## config.mk

```make
export PLATFORM = sky130hd
export DESIGN_NAME = hps_ctrl
export DESIGN_NICKNAME = d
export VERILOG_FILES = /design/src/hps_pkg.sv /design/src/hps_ctrl.sv
export SDC_FILE = /design/constraint.sdc
export NUM_CORES = 1
export LEC_CHECK = 0
export ABC_AREA = 1
export BUFFER_PORTS_ARGS = -buffer_cell sky130_fd_sc_hd__buf_2
export CAP_MARGIN = 20
export CORE_MARGIN = 3
export CORE_UTILIZATION = 65
export DETAILED_ROUTE_END_ITERATION = 7
export PLACE_DENSITY = 0.87
export SLEW_MARGIN = 20
export SYNTH_ARGS = -nofsm -noshare
export SYNTH_HDL_FRONTEND = slang
export SYNTH_SLANG_ARGS = --single-unit
export TNS_END_PERCENT = 100
```

## constraint.sdc

```tcl
create_clock -name clock -period 11.25 [get_ports clock]
set_input_delay 2.25 -clock clock [delete_from_list [all_inputs] [get_ports clock]]
set_output_delay 2.25 -clock clock [all_outputs]
set_load 0.03 [all_outputs]
```

## src/hps_pkg.sv

```systemverilog
// ---------------------------------------------------------------------------
// hps_pkg - shared types and constants of the halving pool selector
// Register indexes, widths, reset values and the sequencer state type.
// ---------------------------------------------------------------------------
package hps_pkg;

   localparam int SUBJ_W     = 4;
   localparam int VAR_W      = 2;
   localparam int MASS_W     = 32;
   localparam int SCORE_W    = 33;
   localparam int POOL_OUT_W = 8;
   localparam int PART_IDX_W = 3;
   localparam int CSR_IDX_W  = 2;

   localparam logic [CSR_IDX_W-1:0] CSR_NUM_SUBJECTS = 2'd0;
   localparam logic [CSR_IDX_W-1:0] CSR_NUM_VARIANTS = 2'd1;
   localparam logic [CSR_IDX_W-1:0] CSR_TARGET_MASS  = 2'd2;

   localparam logic [SUBJ_W-1:0] SUBJ_RESET   = 4'd8;
   localparam logic [VAR_W-1:0]  VAR_RESET    = 2'd2;
   localparam logic [MASS_W-1:0] TARGET_RESET = 32'h2000_0000;

   localparam logic [SCORE_W-1:0] SCORE_START = 33'h1_0000_0000;
   localparam logic [SCORE_W-1:0] SCORE_SAT   = 33'h1_FFFF_FFFF;
   localparam logic [MASS_W-1:0]  MASS_SAT    = 32'hFFFF_FFFF;

   typedef enum logic [2:0] {
      ST_RUN,
      ST_DRAIN,
      ST_SCORE,
      ST_SWEEP,
      ST_DONE
   } seq_state_type;

   typedef struct packed {
      logic                  clear;
      logic                  score_en;
      logic [PART_IDX_W-1:0] score_idx;
   } cell_ctrl_type;

endpackage

```

## src/hps_ctrl.sv

```systemverilog
// ---------------------------------------------------------------------------
// hps_ctrl - run sequencer
// Counts states, splits each state index into per-variant subject fields,
// and steps the cell row through drain, scoring, sweep and result.
// ---------------------------------------------------------------------------
module hps_ctrl
   import hps_pkg::*;
#(
   parameter int MAX_SUBJECTS = 8,
   parameter int MAX_VARIANTS = 2
) (
   input  logic                                 clock,
   input  logic                                 reset,
   input  logic                                 req_valid,
   output logic                                 req_ready,
   input  logic [SUBJ_W-1:0]                    eff_s,
   input  logic [VAR_W-1:0]                     eff_v,
   output logic                                 item_valid,
   output logic                                 item_last,
   output logic [MAX_VARIANTS*MAX_SUBJECTS-1:0] item_fields,
   output logic [MAX_VARIANTS-1:0]              item_ven,
   input  logic                                 chain_last,
   input  logic                                 rsp_busy,
   output logic                                 rsp_load,
   output cell_ctrl_type                        ctrl
);

   localparam int CW    = MAX_SUBJECTS * MAX_VARIANTS;
   localparam int CNTW  = (MAX_SUBJECTS > PART_IDX_W) ? MAX_SUBJECTS : PART_IDX_W;
   localparam logic [CNTW-1:0] LAST_PART = CNTW'((1 << MAX_VARIANTS) - 1);
   localparam logic [CNTW-1:0] LAST_CELL = CNTW'((1 << MAX_SUBJECTS) - 1);

   seq_state_type   state_ff, state_in;
   logic [CW-1:0]   count_ff, count_in;
   logic [CNTW-1:0] step_ff, step_in;
   logic [5:0]      sv;
   logic [CW:0]     total, next;
   logic [CW-1:0]   cur;
   logic            accept;

   assign accept = req_valid && req_ready;
   assign sv     = 6'(eff_s) * 6'(eff_v);
   assign total  = (CW+1)'(1) << sv;
   assign cur    = count_ff & (total[CW-1:0] - CW'(1));
   assign next   = {1'b0, count_ff} + (CW+1)'(1);

   always_comb begin
      for (int v = 0; v < MAX_VARIANTS; v++) begin
         item_fields[v*MAX_SUBJECTS +: MAX_SUBJECTS] =
            MAX_SUBJECTS'(cur >> (6'(v) * 6'(eff_s)));
         item_ven[v] = 32'(v) < 32'(eff_v);
      end
   end

   assign item_valid = accept;
   assign item_last  = next >= total;

   always_comb begin
      state_in = state_ff;
      case (state_ff)
         ST_RUN:   if (accept && item_last) state_in = ST_DRAIN;
         ST_DRAIN: if (chain_last) state_in = ST_SCORE;
         ST_SCORE: if (step_ff == LAST_PART) state_in = ST_SWEEP;
         ST_SWEEP: if (step_ff == LAST_CELL) state_in = ST_DONE;
         ST_DONE:  if (!rsp_busy) state_in = ST_RUN;
         default:  state_in = ST_RUN;
      endcase
   end

   always_comb begin
      req_ready      = 1'b0;
      rsp_load       = 1'b0;
      ctrl.clear     = 1'b0;
      ctrl.score_en  = 1'b0;
      ctrl.score_idx = step_ff[PART_IDX_W-1:0];
      case (state_ff)
         ST_RUN:   req_ready = 1'b1;
         ST_SCORE: ctrl.score_en = 1'b1;
         ST_DONE: begin
            rsp_load   = !rsp_busy;
            ctrl.clear = !rsp_busy;
         end
         default: ;
      endcase
   end

   always_comb begin
      step_in = '0;
      if ((state_ff == ST_SCORE && state_in == ST_SCORE) ||
          (state_ff == ST_SWEEP && state_in == ST_SWEEP)) begin
         step_in = step_ff + CNTW'(1);
      end
   end

   always_comb begin
      count_in = count_ff;
      if (accept) begin
         count_in = item_last ? '0 : next[CW-1:0];
      end
   end

   always_ff @(posedge clock) begin
      if (reset) begin
         state_ff <= ST_RUN;
         count_ff <= '0;
         step_ff  <= '0;
      end else begin
         state_ff <= state_in;
         count_ff <= count_in;
         step_ff  <= step_in;
      end
   end

endmodule

```

# Word level (Yosys, flattened, before mapping)
# Cells that the tools add are included.
[classes] add_sub_neg=3 mul=1 mux=10 eq_ne=8 shift=2 reduce_logical=8 order_cmp=3 bitwise_logic=2
[op_table] operator="16-bit by 1-bit adder with 17-bit output, second input constant" n=1
[op_table] operator="17-bit >= comparator" n=1
[op_table] operator="1-bit by 6-bit left shift with 17-bit output, first input constant" n=1
[op_table] operator="16-bit bitwise AND" n=1
[op_table] operator="16-bit 2-to-1 mux" n=1
[op_table] operator="16-bit by 4-bit right shift with 8-bit output" n=1
[op_table] operator="16-bit by 1-bit subtractor with 16-bit output, second input constant" n=1
[op_table] operator="3-bit 2-to-1 mux" n=5
[op_table] operator="3-bit case mux with 5 select lines" n=1
[op_table] operator="3-bit by 2-bit == test with 1-bit output, second input constant" n=4
[op_table] operator="8-bit by 1-bit adder with 8-bit output, second input constant" n=1
[op_table] operator="8-bit by 2-bit == test with 1-bit output, second input constant" n=1
[op_table] operator="8-bit == test, second input constant" n=1
[op_table] operator="4-bit by 2-bit multiplier with 6-bit output" n=1
[op_table] operator="1-bit logical AND" n=4
[op_table] operator="1-bit by 2-bit less-than comparator with 1-bit output, first input constant" n=2
[op_table] operator="3-bit by 1-bit == test with 1-bit output, second input constant" n=1
[op_table] operator="3-bit == test, second input constant" n=1
[op_table] operator="3-bit zero test" n=1
[op_table] operator="1-bit 2-to-1 mux" n=3
[op_table] operator="2-bit OR reduction" n=1
[op_table] operator="1-bit zero test" n=1
[op_table] operator="1-bit logical OR" n=1
[op_table] operator="1-bit NOT" n=1
[totals] regBits=27 elab_cells=40 inputBits=11

# Longest topological paths before layout
[logic_depth] ltp_word=11 mapped_depth=27

# Worst setup path after synthesis
# OpenSTA, ideal clock, no wires.
[synth_timing] kind="input to output" startpoint="input eff_s[1]" endpoint="output item_fields[9]" stages=13 required_ps=9000 n_path_buf=2 t_arrival_ps=5065 slack_ps=3935 cell_sequence="buf_6 buf_2 nand2_1 fa_1 inv_2 nor2_1 nand3_2 ha_1 nor2_1 o211ai_1 nand3_1 nand3_1 nand3_1"
[synth_between] elab_chain_cells=5
[synth_rtl] item="start: declaration" line_no="hps_ctrl.sv:16" text="input logic [SUBJ_W-1:0] eff_s,"
[synth_rtl] item="4-bit by 2-bit multiplier with 6-bit output" line_no="hps_ctrl.sv:42" text="assign sv = 6'(eff_s) * 6'(eff_v);"
[synth_rtl] item="1-bit by 6-bit left shift with 17-bit output" line_no="hps_ctrl.sv:43" text="assign total = (CW+1)'(1) << sv;"
[synth_rtl] item="16-bit by 1-bit subtractor with 16-bit output" line_no="hps_ctrl.sv:44" text="assign cur = count_ff & (total[CW-1:0] - CW'(1));"
[synth_rtl] item="16-bit bitwise AND" line_no="hps_ctrl.sv:44"
[synth_rtl] item="net item_fields[1]" line_no="hps_ctrl.sv:20" text="output logic [MAX_VARIANTS*MAX_SUBJECTS-1:0] item_fields,"
[synth_rtl] item="16-bit by 4-bit right shift with 8-bit output" line_no="hps_ctrl.sv:50" text="MAX_SUBJECTS'(cur >> (6'(v) * 6'(eff_s)));"
[synth_rtl] item="end: declaration" line_no="hps_ctrl.sv:20"
# The timed path passes the listed nets, and every way through them passes these cells.

# Final worst setup path
[layout_timing] startpoint="input eff_s[0]" endpoint="output item_fields[13]"
[layout_between] elab_chain_cells=5
[layout_rtl] item="4-bit by 2-bit multiplier with 6-bit output" line_no="hps_ctrl.sv:42"
[layout_rtl] item="1-bit by 6-bit left shift with 17-bit output" line_no="hps_ctrl.sv:43"
[layout_rtl] item="16-bit by 1-bit subtractor with 16-bit output" line_no="hps_ctrl.sv:44"
[layout_rtl] item="16-bit bitwise AND" line_no="hps_ctrl.sv:44"
[layout_rtl] item="16-bit by 4-bit right shift with 8-bit output (*)" line_no="hps_ctrl.sv:50"
# Mark *: on every way between the ends. The rest lies on a longest branch, timed or not.

==> flow_metrics.tcl <==
set metrics [dict create \
    drive_above_1_share 0.165 \
    period_share 0.715 \
    coreArea_um2 4910 \
    n_antenna_cell 0 \
    postLayoutCellArea_um2 3640 \
    start_util 0.698 \
    critPathMostFrequentCell "nand3_1" \
    post-route-min-period_ns 8.05 \
    start_kind "input port" \
    irDropWorstVdd_v 0.0000733 \
    yosysSeqAreaShare 0.158 \
    vias 3868 \
    multi_input_area_um2 2480 \
    powerDensity_nw_per_um2 92.7 \
    synth_cell_types 41 \
    clockRootBuffer "clkbuf_8" \
    critical_path_class "input port to output pin" \
    antenna_found_initial 0 \
    cts_buffers 3 \
    intPower_w 0.000174 \
    seq_area_um2 541 \
    wl_per_cell_um 14.8 \
    yosysMostFrequentCell "nand2_1" \
    die_h_um 78.6 \
    clk_pin_slew_ns 0.11 \
    setup.worst_path.end_class "output pin" \
    drt_iter0_drc 287 \
    nFillCells 435 \
    gp_congestion 0.991 \
    htreeDepth 1 \
    yosys.area.top_type_share 0.158 \
    postCtsSetupRepairBufs 0 \
    fp.dieArea_um2 6180 \
    pwr-share-comb 0.511 \
    drc 0 \
    finalHoldViolCount 0 \
    critical_path_buf_inv_count 5 \
    synth_edf_count 0 \
    switchingPower_w 0.000163 \
    cts_buffer_depth 2 \
    via_per_inst 5.95 \
    synth_seq_cells 27 \
    fin_cells 650 \
    max_slew_margin 0.267 \
    postCtsHoldBufs 0 \
    arrival_ns 5.80 \
    path_cells "buf_2 -> nand2_1 -> inv_1 -> ha_1 -> inv_1 -> fa_1 -> inv_2 -> nor2_1 -> nand3_2 -> ha_1 -> nand3_2 -> nor2_4 -> nand3b_1 -> nand3_1 -> nand2_1 -> nand3_1 -> nand3_1 -> nand3_1 -> nand2_1 -> buf_2" \
    drt_wl_total_um 9610 \
    fmax_mhz 124 \
    cap_violations 0 \
    io_pins 38 \
    setup_viol 0 \
    grt_pass1_wl_um 16000 \
    async_reset_ff_frac 0 \
    grtUsageTotal 0.316 \
    p_seq_frac 0.304 \
    die_w_um 78.6 \
    yosys-top-cells-count "129 x nand2_1, 89 x nand3_1, 69 x inv_1, 56 x nor2_1, 27 x dfxtp_1" \
    clockPowerShare 0.185 \
    placedInstanceArea_um2 3590 \
    crit_required_ns 9.00 \
    final_nets 620 \
    synth_flop_cell "dfxtp_1" \
    grt_max_degree 22 \
    critical_path.slowest_cell "fa_1" \
    cts_resized 0 \
    leakagePower_nw 1.98 \
    cpPeakStageDelay_ns 0.63 \
    overflow 0 \
    place_hpwl_um 7760 \
    swShare 0.484 \
    place_inst 646 \
    insertion_delay_ns 0.28 \
    worst_pin_slew_ns 1.10 \
    rsz0062_at_grt "no" \
    worstPathMaxFanout 21 \
    antenna_left 0 \
    tns_ns 0 \
    rows 25 \
    fin_skew_ns 0.00130 \
    clock_sinks 27 \
    synthesis.area_um2 3430 \
    cpLargestDelayFamily "simple AND/OR/NAND/NOR gates" \
    ys_top_cells_by_area "dfxtp_1 16%, nand2_1 14%, nand3_1 13%" \
    hold_path.class "flop to flop" \
    outcome "completed" \
    yosysTopAreaCell "dfxtp_1" \
    synthCells 559 \
    postSynthAreaPerCell_um2 6.13 \
    slew_violations 0 \
    numPortBuffers 37 \
    synthToLayoutAreaGrowth_pct 6.14 \
    first_global_vias 3627 \
    drt_first_pass_iters 5 \
    yosys_warnings 0 \
    synth_nets 595 \
    cts_tree "built" \
]
## path summary, 6_finish.rpt
check	start	end	slack (ns)	depth (start not counted)
worst max-delay path	eff_s[0]	item_fields[13]	3.20	20
worst max register to register	count_ff[0]$_SDFFE_PP0P_	count_ff[12]$_SDFFE_PP0P_	6.76	20
worst min register to register	step_ff[0]$_SDFF_PP0_	step_ff[0]$_SDFF_PP0_	0.49	1
worst min-delay path	step_ff[0]$_SDFF_PP0_	step_ff[0]$_SDFF_PP0_	0.49	1
## cell usage in the layout, fill, tap and decap left out, types with 5 or more instances in the layout
cell     netlist  final
a21oi_1       15     15
a22oi_1       15     15
buf_2          6     37
dfxtp_1       27     27
ha_1          24     24
inv_1         69     69
inv_2          7      7
nand2_1      129    129
nand2_2       11     11
nand3_1       89     89
nand3_2       14     14
nand4_1        9      9
nor2_1        56     56
nor2_4         5      5
nor3_1        12     12
o21ai_0        8      8
xor2_1        13     13
## metal layers
| metal | wire length [µm] | up-vias | GRT usage |
|---|---|---|---|
| met4 | 374 | 0 | 0.142 |
| met3 | 562 | 40 | 0.0493 |
| met1 | 4060 | 1764 | 0.380 |
| met2 | 4610 | 168 | 0.549 |
| li1 | - | 1896 | - |
| met5 | 0 | - | 0 |
## final cells by class
cell class	instances	share of cell area
Timing Repair Buffer	37	0.0509
Clock inverter	1	0.00241
Sequential cell	27	0.149
Multi-Input combinational cell	437	0.682
Clock buffer	3	0.0114
Inverter	78	0.0812
Tap cell	67	0.0231
## per-stage QoR
stage	utilization	hold slack (ns)	worst slack [ns]	total power, W
6_report	0.740	0.494	3.20	0.000337
3_5_place_dp	0.730	0.469	3.28	0.000273
5_1_grt	0.740	0.514	2.85	0.000358
4_1_cts	0.740	0.494	3.26	0.000333
3_3_place_gp	0.730	0.439	3.36	0.000269
2_1_floorplan	-	0.430	3.93	0.000236
## state kept, by name (all words and copies together) (netlist names)
signal and count:
state_ff 3, step_ff 8, count_ff 16
## cells by family (layout without fill, tap and decap cells)
family | after synthesis | after routing | synth area share
simple gates | 345 | 345 | 0.496
flops | 27 | 27 | 0.158
xor+xnor | 15 | 15 | 0.0384
compound gates | 52 | 52 | 0.0968
fa+ha+maj | 25 | 25 | 0.0935
buf+inv | 95 | 119 | 0.118
## power groups by stage
stage	Sequential, W	Clock [W]	Combinational (W)
final	0.000103	0.0000622	0.000172
after CTS	0.000102	0.0000613	0.000169
after detailed placement	0.000105	0	0.000168
after global routing	0.000103	0.0000648	0.000190
after global placement	0.000105	0	0.000165
after floorplan	0.000104	0	0.000132
Note: power is estimated with default switching activity, not from simulation.
