===== src/hps_pkg.sv =====
// ---------------------------------------------------------------------------
// hps_pkg - shared types and constants of the halving pool selector
// Register indexes, widths, reset values and the sequencer state type.
// ---------------------------------------------------------------------------
package hps_pkg;

   localparam int SUBJ_W     = 4;
   localparam int VAR_W      = 2;
   localparam int MASS_W     = 32;
   localparam int SCORE_W    = 33;
   localparam int POOL_OUT_W = 8;
   localparam int PART_IDX_W = 3;
   localparam int CSR_IDX_W  = 2;

   localparam logic [CSR_IDX_W-1:0] CSR_NUM_SUBJECTS = 2'd0;
   localparam logic [CSR_IDX_W-1:0] CSR_NUM_VARIANTS = 2'd1;
   localparam logic [CSR_IDX_W-1:0] CSR_TARGET_MASS  = 2'd2;

   localparam logic [SUBJ_W-1:0] SUBJ_RESET   = 4'd8;
   localparam logic [VAR_W-1:0]  VAR_RESET    = 2'd2;
   localparam logic [MASS_W-1:0] TARGET_RESET = 32'h2000_0000;

   localparam logic [SCORE_W-1:0] SCORE_START = 33'h1_0000_0000;
   localparam logic [SCORE_W-1:0] SCORE_SAT   = 33'h1_FFFF_FFFF;
   localparam logic [MASS_W-1:0]  MASS_SAT    = 32'hFFFF_FFFF;

   typedef enum logic [2:0] {
      ST_RUN,
      ST_DRAIN,
      ST_SCORE,
      ST_SWEEP,
      ST_DONE
   } seq_state_type;

   typedef struct packed {
      logic                  clear;
      logic                  score_en;
      logic [PART_IDX_W-1:0] score_idx;
   } cell_ctrl_type;

endpackage


===== src/hps_cell.sv =====
// ---------------------------------------------------------------------------
// hps_cell - one candidate pool
// Holds the partition accumulators and score of one pool, forwards the
// state word and the running best candidate to its neighbor each cycle.
// ---------------------------------------------------------------------------
module hps_cell
   import hps_pkg::*;
#(
   parameter int MAX_SUBJECTS = 8,
   parameter int MAX_VARIANTS = 2,
   parameter int POOL_ID      = 0
) (
   input  logic                                 clock,
   input  logic                                 reset,
   input  logic [SUBJ_W-1:0]                    eff_s,
   input  logic [VAR_W-1:0]                     eff_v,
   input  logic [MASS_W-1:0]                    target_mass,
   input  cell_ctrl_type                        ctrl,
   input  logic                                 item_valid_i,
   input  logic                                 item_last_i,
   input  logic [MASS_W-1:0]                    item_mass_i,
   input  logic [MAX_VARIANTS*MAX_SUBJECTS-1:0] item_fields_i,
   input  logic [MAX_VARIANTS-1:0]              item_ven_i,
   output logic                                 item_valid_o,
   output logic                                 item_last_o,
   output logic [MASS_W-1:0]                    item_mass_o,
   output logic [MAX_VARIANTS*MAX_SUBJECTS-1:0] item_fields_o,
   output logic [MAX_VARIANTS-1:0]              item_ven_o,
   input  logic [SCORE_W-1:0]                   cand_score_i,
   input  logic [MAX_SUBJECTS-1:0]              cand_pool_i,
   output logic [SCORE_W-1:0]                   cand_score_o,
   output logic [MAX_SUBJECTS-1:0]              cand_pool_o
);

   localparam int PARTS = 1 << MAX_VARIANTS;
   localparam logic [MAX_SUBJECTS-1:0] PID = MAX_SUBJECTS'(POOL_ID);

   logic                                 valid_ff, valid_in;
   logic                                 last_ff;
   logic [MASS_W-1:0]                    mass_ff;
   logic [MAX_VARIANTS*MAX_SUBJECTS-1:0] fields_ff;
   logic [MAX_VARIANTS-1:0]              ven_ff;
   logic [MASS_W-1:0]                    acc_ff [PARTS];
   logic [MASS_W-1:0]                    acc_in [PARTS];
   logic [SCORE_W-1:0]                   score_ff, score_in;
   logic [SCORE_W-1:0]                   cscore_ff, cscore_in;
   logic [MAX_SUBJECTS-1:0]              cpool_ff, cpool_in;
   logic                                 active;
   logic [MAX_VARIANTS-1:0]              part_id;
   logic [MASS_W:0]                      acc_sum;
   logic [MASS_W-1:0]                    acc_sel, dev;
   logic [SCORE_W:0]                     score_sum;
   logic                                 idx_ok;

   assign active = (32'(POOL_ID) >> eff_s) == 32'd0;
   assign valid_in = item_valid_i;

   always_comb begin
      for (int v = 0; v < MAX_VARIANTS; v++) begin
         part_id[v] = ven_ff[v] &&
            ((PID & fields_ff[v*MAX_SUBJECTS +: MAX_SUBJECTS]) != PID);
      end
   end

   assign acc_sum = {1'b0, acc_ff[part_id]} + {1'b0, mass_ff};

   always_comb begin
      for (int j = 0; j < PARTS; j++) begin
         if (ctrl.clear) begin
            acc_in[j] = '0;
         end else if (valid_ff && active && (part_id == MAX_VARIANTS'(j))) begin
            acc_in[j] = acc_sum[MASS_W] ? MASS_SAT : acc_sum[MASS_W-1:0];
         end else begin
            acc_in[j] = acc_ff[j];
         end
      end
   end

   // score one partition per step, skipping unused partition codes
   assign idx_ok    = (32'(ctrl.score_idx) >> eff_v) == 32'd0;
   assign acc_sel   = acc_ff[ctrl.score_idx[MAX_VARIANTS-1:0]];
   assign dev       = (acc_sel > target_mass) ? acc_sel - target_mass
                                              : target_mass - acc_sel;
   assign score_sum = {1'b0, score_ff} + {2'b0, dev};

   always_comb begin
      if (ctrl.clear) begin
         score_in = '0;
      end else if (ctrl.score_en && idx_ok) begin
         score_in = (score_sum > {1'b0, SCORE_SAT}) ? SCORE_SAT
                                                  : score_sum[SCORE_W-1:0];
      end else begin
         score_in = score_ff;
      end
   end

   // strict compare keeps the lower pool on ties
   always_comb begin
      if (active && (score_ff < cand_score_i)) begin
         cscore_in = score_ff;
         cpool_in  = PID;
      end else begin
         cscore_in = cand_score_i;
         cpool_in  = cand_pool_i;
      end
   end

   always_ff @(posedge clock) begin
      if (reset) begin
         valid_ff <= 1'b0;
         score_ff <= '0;
         for (int j = 0; j < PARTS; j++) acc_ff[j] <= '0;
      end else begin
         valid_ff <= valid_in;
         score_ff <= score_in;
         for (int j = 0; j < PARTS; j++) acc_ff[j] <= acc_in[j];
      end
   end

   always_ff @(posedge clock) begin
      last_ff   <= item_last_i;
      mass_ff   <= item_mass_i;
      fields_ff <= item_fields_i;
      ven_ff    <= item_ven_i;
      cscore_ff <= cscore_in;
      cpool_ff  <= cpool_in;
   end

   assign item_valid_o  = valid_ff;
   assign item_last_o   = last_ff;
   assign item_mass_o   = mass_ff;
   assign item_fields_o = fields_ff;
   assign item_ven_o    = ven_ff;
   assign cand_score_o  = cscore_ff;
   assign cand_pool_o   = cpool_ff;

endmodule


===== config.mk =====
export PLATFORM = sky130hd
export DESIGN_NAME = hps_cell
export DESIGN_NICKNAME = d
export VERILOG_FILES = /design/src/hps_pkg.sv /design/src/hps_cell.sv
export SDC_FILE = /design/constraint.sdc
export NUM_CORES = 1
export LEC_CHECK = 0
export ABC_AREA = 1
export CAP_MARGIN = 20
export CORE_AREA = 5 5 216 134
export DETAILED_ROUTE_END_ITERATION = 10
export DIE_AREA = 0 0 221 139
export DONT_BUFFER_PORTS = 1
export GPL_TIMING_DRIVEN = 0
export HOLD_SLACK_MARGIN = 0.1
export PLACE_DENSITY = 0.79
export SLEW_MARGIN = 30
export SYNTH_ARGS = -nofsm -noshare
export SYNTH_HDL_FRONTEND = slang
export SYNTH_SLANG_ARGS = --single-unit

===== constraint.sdc =====
create_clock -name clock -period 7.8 [get_ports clock]
set_input_delay 2.34 -clock clock [delete_from_list [all_inputs] [get_ports clock]]
set_output_delay 2.34 -clock clock [all_outputs]
set_load 0.02 [all_outputs]

# After elaboration in Yosys (flattened, before gate mapping)

Memories as Yosys holds them, arrays and structs flattened.
Index checks and enable logic that the tools add are counted.

Multiply operators: 0
Div/mod/pow operators: 0
Shifts and indexed selects: 2
Add/sub/neg operators: 4
Equal/unequal tests: 2
Muxes and demuxes: 16
Order comparisons: 3
Bitwise gates (word level): 4
Reduce and logical (&&, ||, !) cells: 8

Operators by type and width:

| kind                 | number |
|---|---|
| $mux 32              | 11 |
| $mux 33              | 2 |
| $logic_not 32->1     | 2 |
| $sub 32x32->32       | 2 |
| $add 33x32->34       | 1 |
| $gt 34x33->1 const B | 1 |
| $add 32x32->33       | 1 |
| $lt 33x33->1         | 1 |
| $gt 32x32->1         | 1 |
| $shr 1x4->32 const A | 1 |
| $shr 3x2->32         | 1 |
| $or 1x1->1           | 4 |
| $reduce_and 2->1     | 2 |
| $logic_and 1x1->1    | 3 |
| $mux 1               | 3 |
| $ne 2x2->1 const B   | 1 |
| $reduce_or 2->1      | 1 |
| $ne 1x1->1 const B   | 1 |

Register bits: 126
Word-level logic and storage cells: 48
Bits in latches: 0
Memories kept: 1
Memory bits (writable): 128
Bits of input ports: 138
Memory bits (read-only): 0

Memories:

| memory | words | bits a word | rd ports | clocked after memory_dff | wr ports | RTL line       | source |
|---|---|---|---|---|---|---|---|
| acc_ff | 4     | 32          | 2        | 0                        | 4        | hps_cell.sv:43 | `logic [MASS_W-1:0] acc_ff [PARTS];` |

# Logic depth before layout (Yosys ltp)

Depth after elaboration: 6
Gate-level depth with buffers: 35
Mapped depth without buffers: 34

# Worst setup path before layout

OpenSTA, ideal clock, no wires.

Path kind: in2reg
Start: input port ctrl[0] (netlist bit)
End: register score_ff[23]
Path buffers: 4
Arrival time: 5832 ps
Stages on the path: 27
Setup time: 122 ps
Required time: 7678 ps
Slack: 1847 ps
Path through: inv_2 -> clkbuf_1 -> buf_1 -> nand3_1 -> inv_1 -> ha_1 -> a21oi_1 -> o21ai_1 -> nand2_1 -> nand2_1 -> a21oi_1 -> nand2_2 -> nand2_4 -> buf_4 -> nand2_1 -> nand2_1 -> inv_1 -> ha_1 -> nand2_1 -> inv_2 -> a21oi_2 -> nand2_1 -> a21oi_2 -> nand3_2 -> nor2_4 -> buf_6 -> a21oi_2

Longest elaborated chain between the ends: 6

Ends and longest elaborated chain:

| what                                   | RTL line        | source |
|---|---|---|
| start: declaration                     | hps_cell.sv:18  | `input cell_ctrl_type ctrl,` |
| $mem_v2 4x32                           | --              |  |
| $sub 32x32->32 (tied with other cells) | hps_cell.sv:83  | `: target_mass - acc_sel;` |
| $mux 32                                | hps_cell.sv:82  | `assign dev = (acc_sel > target_mass) ? acc_sel - target_mass` |
| $add 33x32->34                         | hps_cell.sv:84  | `assign score_sum = {1'b0, score_ff} + {2'b0, dev};` |
| $gt 34x33->1                           | hps_cell.sv:90  | `score_in = (score_sum > {1'b0, SCORE_SAT}) ? SCORE_SAT` |
| $mux 33                                | hps_cell.sv:90  |  |
| end signal: assignment                 | hps_cell.sv:115 | `score_ff <= score_in;` |
| end: declaration                       | hps_cell.sv:45  | `logic [SCORE_W-1:0] score_ff, score_in;` |

Several ways; a longest one is shown, not always the timed one.
A chain may end at the register's enable or synchronous reset.

# Final worst setup path

Start: input port ctrl[0] (netlist bit)
End: register score_ff[28]

Same word-level chain as after synthesis.

==> flow_metrics.env <==
export IMPL_fin_cells=3099
export IMPL_hold_ws_ns=0.533
export IMPL_rsz0062_at_grt="false"
export IMPL_clockBufferDepth=2
export IMPL_drc_errors=0
export IMPL_ys_types=43
export IMPL_yosys_warnings=0
export IMPL_ir_worst_vdd_v=0.000140
export IMPL_finalCritPeriodShare=0.969
export IMPL_tns_ns=0
export IMPL_fillers=2673
export IMPL_place_gp_congestion=1.00
export IMPL_die_w_um=221
export IMPL_worstHoldPathType="reg -> reg"
export IMPL_fin_crit_ns=7.56
export IMPL_required_ns=8.15
export IMPL_postRouteAntennaNets=0
export IMPL_grt_pass1_vias=15400
export IMPL_postCtsSetupRepairBufs=0
export IMPL_final_nets=3020
export IMPL_cts_tree="yes"
export IMPL_antenna_found_initial=0
export IMPL_grt_ovfl_total=0
export IMPL_syn2layout_area_growth_pct=6.70
export IMPL_dr_pass1_iters=6
export IMPL_tightest_slew_ns=1.00
export IMPL_netlist_instances=2699
export IMPL_final_max_slew_violation_count=0
export IMPL_startpoint_type="primary input"
export IMPL_initial_utilization=0.585
export IMPL_synth_main_ff_cell="dfxtp_1"
export IMPL_synth_edff_count=0
export IMPL_placed_area_um2=16200
export IMPL_path_clk_slew_ns=0.08
export IMPL_ioPinCount=231
export IMPL_dp_hpwl_um=49500
export IMPL_power_density_nw_per_um2=146
export IMPL_wl_per_cell_um=18.9
export IMPL_fmax_mhz=132
export IMPL_viasPerCell=5.58
export IMPL_synth_ff_latch_count=158
export IMPL_p_total_mw=2.46
export IMPL_drt_iter0_drc=2329
export IMPL_cts_resized=0
export IMPL_rrSetupSlack_ns=2.52
export IMPL_synthArstFlopShare=0
export IMPL_seqCellArea_um2=3160
export IMPL_leakage_nw=9.91
export IMPL_fin_area_um2=16800
export IMPL_grt_pass1_wl_um=87900
export IMPL_numClockSinks=158
export IMPL_root_buffer="clkbuf_16"
export IMPL_drive_gt1_frac=0.0579
export IMPL_setup_viol=0
export IMPL_clk_latency_ns=0.46
export IMPL_vias=17300
export IMPL_worst_setup_path_type="in -> reg"
export IMPL_crit_arrival_ns=7.91
export IMPL_cts_made_buffers=17
export IMPL_htree_num_levels=4
export IMPL_synth_area_um2=15800
export IMPL_fp_dieArea_um2=30700
export IMPL_drt_wl_total_um=58400
export IMPL_multiInputGateArea_um2=10300
export IMPL_ys_seq_area_frac=0.201
export IMPL_post_place_cells=3066
export IMPL_core_area_um2=26900
export IMPL_track_usage=0.365
export IMPL_drv_cap=0
export IMPL_ctsHoldBuffers=0
export IMPL_hold_violations=0
export IMPL_crit_fanout=10
export IMPL_grt_max_degree=19
export IMPL_crit_path_end_kind="flop"
export IMPL_worst_clock_skew_ns=0.0125
export IMPL_maxSlewHeadroom=0.330
export IMPL_die_h_um=139
export IMPL_avgSynthCellArea_um2=5.84
export IMPL_rows=47
export IMPL_io_buffers=0
export IMPL_status="completed"
export IMPL_syn_nets=3001
-- worst max-delay path: stages --
cell and delay [ns]:
inv_2 0.04, clkbuf_1 0.46, buf_1 0.48, nand3_1 0.20, inv_1 0.10, ha_1 0.36
a21oi_1 0.28, o21ai_1 0.11, inv_1 0.12, nand2_1 0.09, a21oi_1 0.23, nand2_2 0.11
nand2_4 0.18, buf_4 0.27, nand2_1 0.08, nand2_1 0.06, inv_1 0.06, ha_1 0.36
nand2_1 0.15, nor2_1 0.11, nand2_1 0.23, inv_1 0.09, a21oi_2 0.25, nand3_2 0.31
inv_2 0.31, nand2_2 0.25, nor2_1 0.21, nor2_1 0.05
-- state kept, by name, summed over array words and instances, names as in the netlist --
register / count
acc_ff: 32
cand_pool_o: 8
cand_score_o: 33
item_fields_o: 16
item_last_o: 1
item_mass_o: 32
item_valid_o: 1
item_ven_o: 2
score_ff: 33
-- synthesized netlist by cell type, types with 22 or more instances --
master	instances	area [µm²]
ha_1	160	2000
nor2_1	209	785
nand2_2	22	138
nand3_1	114	571
xnor2_1	24	210
nand4_1	65	407
nand2_1	936	3510
nor2_2	25	156
dfxtp_1	158	3160
o21ai_0	93	465
a21oi_1	145	726
clkbuf_1	24	90.1
nor3_1	27	135
xor2_1	41	359
inv_1	521	1960
-- final cells by class --
cell class                      instances  area share
Inverter                              540       0.121
Buffer                                 45      0.0155
Clock inverter                         15      0.0100
Multi-Input combinational cell       1956       0.613
Antenna cell                            1    0.000149
Sequential cell                       158       0.188
Clock buffer                           17      0.0253
Tap cell                              367      0.0273
-- stage by stage --
step / util / worst slack, ns
finish: 0.624 / 0.242
global placement: 0.602 / 0.204
floorplan: - / 1.85
CTS: 0.624 / 0.603
detailed placement: 0.602 / 0.152
global route: 0.624 / 0.0204
-- metal layers --
layer	up-vias	routed length, µm	GRT usage
met1	7875	28100	0.577
met5	-	149	0.0323
met2	1004	20100	0.445
li1	8345	-	-
met4	2	562	0.0587
met3	51	9470	0.159
-- cell usage in the layout, fill, tap and decap left out, types with 17 or more instances in the layout --
master and n:
nand3_1 114, clkbuf_16 17, nor2_2 25, nor2_1 209, dfxtp_1 158, o21ai_0 93
xnor2_1 24, ha_1 160, inv_1 521, nand2_2 22, clkbuf_1 24, nand2_1 936
nor3_1 27, nand4_1 65, a21oi_1 145, xor2_1 41
-- power by group --
| group | internal, mW | switching, mW | total, mW | leakage (nW) |
|---|---|---|---|---|
| clock network | 0.432 | 0.441 | 0.873 | 0.286 |
| registers | 0.844 | 0.0600 | 0.904 | 1.30 |
| logic | 0.211 | 0.472 | 0.684 | 8.33 |
-- worst paths after layout --
| kind | start | to | cells after the start |
|---|---|---|---|
| setup / recovery | ctrl[0] | score_ff[28] | 28 |
| hold / removal | score_ff[28] | cand_score_o[28] | 2 |
| setup reg to reg | acc_ff[0][1] | score_ff[28] | 27 |
| hold reg to reg | score_ff[28] | cand_score_o[28] | 2 |
-- cells by family after synthesis --
logic type	after synthesis	share of synthesized area
AO/OA/AOI/OAI	294	0.102
XOR/XNOR	65	0.0361
adder cells (fa/ha/maj)	164	0.132
buffers and inverters	585	0.145
flip-flops	158	0.201
AND/OR/NAND/NOR	1433	0.384
Power figures use the tool's default switching activity.
